`src/sv/dmcs_pkg.sv`:
```
// Package for the DMC control step block: sizes, codes, controller states
// and the command/status structs between controller and datapath.
// No dependencies.
package dmcs_pkg;

  // Prediction horizon and fixed-point format
  localparam int HORIZON    = 256;
  localparam int FRAC_BITS  = 16;
  localparam int HIST_DEPTH = HORIZON - 1;

  // Field widths fixed by the interface
  localparam int DATA_W    = 32;
  localparam int CIDX_W    = 8;
  localparam int CFG_IDX_W = 1;

  // History walk index and coefficient RAM address
  localparam int JW = (HIST_DEPTH > 1) ? $clog2(HIST_DEPTH) : 1;
  // Increment history ring pointer; ring holds at least HORIZON words
  localparam int HPTR_W    = $clog2(HORIZON);
  localparam int HRAM_DEPTH = 2 ** HPTR_W;
  // Fill count of the increment history, holds 0..HIST_DEPTH
  localparam int CNT_W = $clog2(HORIZON);

  // Products are 33x32 signed; accumulator keeps headroom for HORIZON terms
  localparam int PROD_W = 2 * DATA_W + 1;
  localparam int ACC_W  = PROD_W + $clog2(HORIZON) + 1;

  localparam logic signed [DATA_W-1:0] SETPOINT_RST = 32'sd131072;
  localparam logic signed [DATA_W-1:0] SAT_MAX = 32'sh7FFF_FFFF;
  localparam logic signed [DATA_W-1:0] SAT_MIN = 32'sh8000_0000;

  // Request kinds on the input channel
  typedef enum logic {
    REQ_SAMPLE = 1'b0,
    REQ_COEF   = 1'b1
  } req_t;

  // Configuration register indexes
  typedef enum logic [CFG_IDX_W-1:0] {
    REG_SETPOINT   = 1'b0,
    REG_ERROR_GAIN = 1'b1
  } cfg_reg_t;

  // Controller states
  typedef enum logic [2:0] {
    ST_IDLE,
    ST_ERR,
    ST_MAC,
    ST_DRAIN,
    ST_FIN,
    ST_COMMIT
  } state_t;

  // Controller to datapath
  typedef struct packed {
    logic          load_sample; // latch measurement, clear accumulator
    logic          coef_we;     // coefficient transfer accepted
    logic          mul_err;     // multiply error_gain by setpoint error
    logic          rd_issue;    // read history entry rd_idx
    logic [JW-1:0] rd_idx;
    logic          fin;         // scale and saturate the sum
    logic          commit;      // update control, history, output register
  } cmd_t;

  // Datapath to controller
  typedef struct packed {
    logic busy;      // products still in flight
    logic out_free;  // output register can take a result
  } stat_t;

endpackage

```
`src/sv/dmcs_ctrl.sv`:
```
// Controller of the DMC control step: sequences error product, history walk,
// drain, scaling and commit. Depends on dmcs_pkg.
module dmcs_ctrl (
  input  logic            clk,
  input  logic            rst_n,
  input  logic            in_valid,
  input  logic            in_req_type,
  output logic            in_ready,
  input  dmcs_pkg::stat_t stat,
  output dmcs_pkg::cmd_t  cmd
);
  import dmcs_pkg::*;

  localparam logic [JW-1:0] LAST_IDX = JW'(HIST_DEPTH - 1);

  state_t        state_r, state_nxt;
  logic [JW-1:0] idx_r, idx_nxt;

  // State and walk index registers
  always_ff @(posedge clk) begin
    if (!rst_n) begin
      state_r <= ST_IDLE;
      idx_r   <= '0;
    end else begin
      state_r <= state_nxt;
      idx_r   <= idx_nxt;
    end
  end

  // Next state
  always_comb begin
    state_nxt = state_r;
    idx_nxt   = idx_r;
    unique case (state_r)
      ST_IDLE: begin
        idx_nxt = '0;
        if (in_valid && (in_req_type == REQ_SAMPLE)) begin
          state_nxt = ST_ERR;
        end
      end
      ST_ERR, ST_MAC: begin
        if (idx_r == LAST_IDX) begin
          state_nxt = ST_DRAIN;
        end else begin
          state_nxt = ST_MAC;
          idx_nxt   = idx_r + 1'b1;
        end
      end
      ST_DRAIN: begin
        if (!stat.busy) begin
          state_nxt = ST_FIN;
        end
      end
      ST_FIN: state_nxt = ST_COMMIT;
      ST_COMMIT: begin
        if (stat.out_free) begin
          state_nxt = ST_IDLE;
        end
      end
      default: state_nxt = ST_IDLE;
    endcase
  end

  // Outputs
  always_comb begin
    in_ready = 1'b0;
    cmd      = '0;
    cmd.rd_idx = idx_r;
    unique case (state_r)
      ST_IDLE: begin
        in_ready        = 1'b1;
        cmd.load_sample = in_valid && (in_req_type == REQ_SAMPLE);
        cmd.coef_we     = in_valid && (in_req_type == REQ_COEF);
      end
      ST_ERR: begin
        cmd.mul_err  = 1'b1;
        cmd.rd_issue = 1'b1;
      end
      ST_MAC:    cmd.rd_issue = 1'b1;
      ST_DRAIN:  ;
      ST_FIN:    cmd.fin = 1'b1;
      ST_COMMIT: cmd.commit = stat.out_free;
      default:   ;
    endcase
  end

endmodule

```
`config.mk`:
```
export PLATFORM = sky130hd
export DESIGN_NAME = dmcs_ctrl
export DESIGN_NICKNAME = d
export VERILOG_FILES = /design/src/sv/dmcs_pkg.sv /design/src/sv/dmcs_ctrl.sv
export SDC_FILE = /design/constraint.sdc
export NUM_CORES = 1
export LEC_CHECK = 0
export BUFFER_PORTS_ARGS = -buffer_cell sky130_fd_sc_hd__clkbuf_2
export CORE_MARGIN = 2
export CORE_UTILIZATION = 40
export DETAILED_ROUTE_END_ITERATION = 7
export GPL_TIMING_DRIVEN = 0
export PLACE_DENSITY = 0.67
export SYNTH_ARGS = -nofsm -noshare
export SYNTH_HDL_FRONTEND = slang
export SYNTH_SLANG_ARGS = --single-unit
export TNS_END_PERCENT = 10
```
`constraint.sdc`:
```
create_clock -name clk -period 1.4 [get_ports clk]
set_input_delay 0.07 -clock clk [delete_from_list [all_inputs] [get_ports clk]]
set_output_delay 0.07 -clock clk [all_outputs]
set_load 0.01 [all_outputs]
```
# Word level (Yosys, flattened, before mapping)
# Cells that the tools add are included.
[totals]
regBits = 11
latchBits = 0
mem_bits_rw = 0
mem_bits_ro = 0
in_bits = 6
output_inout_bits = 15
wordCells = 34
mem_count = 0
[op_classes]
add_sub_neg = 1
mul = 0
n_div = 0
n_lt_le_gt_ge = 0
eq_ne = 10
shifts = 0
mux = 13
n_bitwise = 1
n_reduce_logical = 7
[ops]
columns = ["operator", "n"]
rows = [
  ["$pmux 8 s2", 1],
  ["$pmux 3 s5", 1],
  ["$mux 3", 3],
  ["$add 8x1->8 const B", 1],
  ["$eq 8x8->1 const B", 1],
  ["$mux 8", 1],
  ["$ne 2x2->1 const B", 4],
  ["$eq 3x2->1 const B", 2],
  ["$eq 3x3->1 const B", 2],
  ["$mux 1", 6],
  ["$eq 3x1->1 const B", 1],
  ["$logic_not 3->1", 1],
  ["$reduce_and 3->1", 1],
  ["$logic_and 1x1->1", 2],
  ["$mux 2", 1],
  ["$reduce_and 2->1", 1],
  ["$reduce_bool 2->1", 1],
  ["$reduce_or 2->1", 1],
  ["$not 1->1", 1],
]

# Longest topological paths before layout
[depth]
word_depth = 4
ltp_mapped = 6

# Worst setup path after synthesis
# Ideal clock, no wire load.
[synth_path]
path_kind = "register -> register"
startpoint = "register idx_r[0]"
endpoint = "register idx_r[4]"
setup_ps = 70
arrival_time_ps = 1383
t_required_ps = 1330
slack_ps = -53
path_stages_with_launch = 7
path_buffers = 0
synth_period_minus_slack_ps = 1453
path_cell_list = "dfxtp_1 inv_1 ha_1 nand3_1 o21ai_0 or3_1 a21oi_1"
[synth_between]
elab_chain_len = 3
word_cells_on_any_way = 6
cone_classes = "1 x add/sub; 2 x eq/ne; 2 x mux; 1 x reduce/logical"
[synth_rtl]
columns = ["element", "line_no", "rtl"]
rows = [
  ["start, declared", "dmcs_ctrl.sv:17", "logic [JW-1:0] idx_r, idx_nxt;"],
  ["start signal, assigned", "dmcs_ctrl.sv:26", "idx_r <= idx_nxt;"],
  ["$add 8x1->8 / $eq 8x8->1 (equally long branches)", "dmcs_ctrl.sv:46, dmcs_ctrl.sv:42", ""],
  ["$mux 8 / $ne 2x2->1 (equally long branches)", "--", ""],
  ["$pmux 8 s2 / $reduce_and 2->1 (equally long branches)", "--", ""],
]
# Parallel ways exist; a longest one is shown, timed or not. The select of a mux whose other input is x is not followed.
# A chain may end at the register's enable or synchronous reset.

# Worst setup path in the final report
[layout_path]
startpoint = "register state_r[2]"
endpoint = "register idx_r[3]"
[layout_between]
elab_chain_len = 4
word_cells_on_any_way = 8
cone_classes = "3 x eq/ne; 1 x mux; 4 x reduce/logical"
[layout_rtl]
columns = ["element", "line_no", "rtl"]
rows = [
  ["start, declared", "dmcs_ctrl.sv:16", "state_t state_r, state_nxt;"],
  ["start signal, assigned", "dmcs_ctrl.sv:25", "state_r <= state_nxt;"],
  ["$eq 3x2->1 / $eq 3x1->1 (equally long branches)", "dmcs_ctrl.sv:34", "unique case (state_r)"],
  ["$reduce_or 2->1 (no source line)", "--", ""],
  ["$ne 2x2->1 (no source line) / $reduce_bool 2->1 (equally long branches)", "--", ""],
  ["$reduce_and 2->1 (no source line)", "--", ""],
]
# Parallel ways exist; a longest one is shown, timed or not.

==> metrics.txt <==
CTS buffer count=3; # DRC=0; first drt pass iteration count=3; Via density=approximately 5.5; Final setup viols=0; metal2 WL=around 710 µm; grt ovf=0; Clock transition at path regs=roughly 0.07 ns; Final Hold Fails=0; Synth Cell Area=682 µm²; PwrDens=between 1500 and 2000 nW/µm²; CTS H-tree depth=1; Setup CP Type=flip-flop to flip-flop; crit-path max cell delay=0.34 ns; hold path startpoint=rst_n; Antenna Diode Count=0; gr usage total=about 16%; post-route ant nets=0; Synth Flop Type=dfxtp_1; GP Congestion=0.757; Setup crit start kind=flip-flop; EDFF count, synth=0; max layer used=met4; crit end category=flip-flop; Max Fclk=~730 MHz; Final period util=approximately 98%; sequential share of the synthesized area=around a third; Initial Util=approximately 44%; setup TNS=0 ns; Iteration-0 DRC Markers=14; metal1 wirelength=about 700 µm; Worst Setup SP=state_r[2]$_SDFFE_PN0P_; WL met3=roughly 57 µm; Die X-Extent=45.3 µm; fraction of registers with async set/reset=0%; Max-slew headroom=between 70% and 80%; Worst Path Required=between 1.5 and 2 ns; CTS tree=yes; placed wire-length estimate=approximately 1000 µm; Hold Path Class=input port to flip-flop; cts hold-fix bufs=0; #FFs+latches synth=11; Layout area overhead=33.9%; num ports=21; final wirelength=between 1000 and 1500 µm; Clock Skew=0.00704 ns; clock buffer depth=2; Final nets=~110; clock latency on the worst-skew pair=0.27 ns; Power, Total=1.64 mW; initial antenna violation count=0; Area after DPL=roughly 800 µm²; final instance area=roughly 900 µm²; Max-Cap Viols=0; Final min period=about 1.4 ns; Least-Margin Pin Slew=around 0.43 ns; WP data arrival=around 1.5 ns; CORE AREA=around 1600 µm²; Syn Area/Cell=8.63 µm²; die span in y=approximately 45 µm; yosys synthesis warning count=0; first-pass GRT wire length=between 2000 and 2500 µm; Die ar.=approximately 2000 µm²; Worst R2R Start=state_r[2]$_SDFFE_PN0P_; CTS sink cnt=11; Slew Limit Fails=0; final design utilization=between 50% and 60%; share of layout cells above drive strength 1=49.5%; unrepaired setup endpoints after global routing=true; Gate Count Post-Synth=79; Syn Nets=between 80 and 90; vias in the first global route=548; Netlist cell types=37; largest net degree at the start of global routing=11; Crit-path slowest cell=dfxtp_2; Hold Slack=approximately 0.057 ns; peak supply drop=1080 µV; IO buf count=20; status=finished, final reports clean; row count=14; P_leak=0.392 nW; CP cell instances=buf_6 -> a21oi_4 -> and3_4 -> nand3_2 -> mux2_2; per-cell routed wire length=12.2 µm; CP Max Fanout=10; Root Buffer=clkbuf_4; vias=660
critical path, delay by kind of cell (launching register included):
kind | cells | cell delay [ns]
AO/OA/AOI/OAI | 1 | 0.20
buffers and inverters | 1 | 0.14
flip-flops | 1 | 0.34
multiplexers | 1 | 0.26
AND/OR/NAND/NOR | 2 | 0.32
cells in the mapped netlist (2+ instances only):
library cell	number	share of area, %
nand2b_1	2	1.8
buf_2	2	1.5
dfxtp_1	11	32
and4b_1	2	2.9
inv_1	2	1.1
nor3_1	2	1.5
a31oi_1	2	1.8
o21ai_0	3	2.2
xnor2_1	2	2.6
nor2_1	8	4.4
nand2_1	3	1.7
and3_1	2	1.8
nand3_1	4	2.9
a21oi_1	7	5.1
and2_1	2	1.8
nor2b_1	3	2.8
ha_1	2	3.7
per-stage QoR:
stage | cells | worst slack, ns
final | 121 | 0.0282
after global routing | 121 | -0.0410
after CTS | 119 | -0.0286
after detailed placement | 115 | -0.0692
after global placement | 115 | -0.0707
after floorplan | 79 | -0.0254
registers in the layout, summed over array words and instances (netlist names):
name / cells
state_r: 3
idx_r: 8
what timing repair did:
item / in CTS / in global routing
endpoints found under the setup margin: 9 / 10
pin swaps: 0 / 3
resized for setup: 9 / 19
setup buffers: 0 / 2
cell families (layout without fill, tap and decap cells):
family	count (synthesis)	count (layout)	synth area share, %
flip-flops	11	11	32.3
AND/OR/NAND/NOR	38	38	36.0
multiplexers	2	2	3.12
AO/OA/AOI/OAI	17	17	16.5
XOR/XNOR	2	2	2.57
buffers and inverters	7	33	5.87
adder cells (fa/ha/maj)	2	2	3.67
placed cells by master (no fill, tap or decap), drive strengths merged, types with 2 or more instances in the layout:
cell type and instances:
nand2b 2, nand3 4, dfxtp 11, ha 2, o21ai 3, clkbuf 24, a21oi 8, and2 2
nand4 2, nand2 3, nor2b 3, buf 7, and4 2, xnor2 2, nor2 8, nor3 3
and3 3, inv 2, and4b 2, a31oi 2
report_power, final:
group	internal, mW	total, mW	switching, mW
Clock	0.110	0.217	0.106
Combinational	0.472	0.946	0.474
Sequential	0.385	0.472	0.0866
Total	0.968	1.64	0.667
layout make-up:
type	instances	area, µm²
Buffer	5	48.8
Clock buffer	4	26.3
Fill cell	146	646
Inverter	2	7.51
Multi-Input combinational cell	61	457
Sequential cell	11	239
Tap cell	16	20.0
Timing Repair Buffer	22	115
metal layers:
metal | global-route usage (%) | vias up
li1 | - | 341
met1 | 22.9 | 308
met3 | 6.40 | 2
met4 | 5.29 | 0
met5 | 0 | -
met2 | 23.1 | 9
path summary, 6_finish.rpt:
check	end	slack (ns)	cells past startpoint
worst max-delay path	idx_r[3]$_SDFFE_PN0P_	0.03	5
worst max register to register	idx_r[3]$_SDFFE_PN0P_	0.03	5
worst min register to register	idx_r[4]$_SDFFE_PN0P_	0.52	2
worst min-delay path	state_r[0]$_SDFFE_PN0P_	0.06	3
No activity file was read; power rests on OpenSTA's default activity.
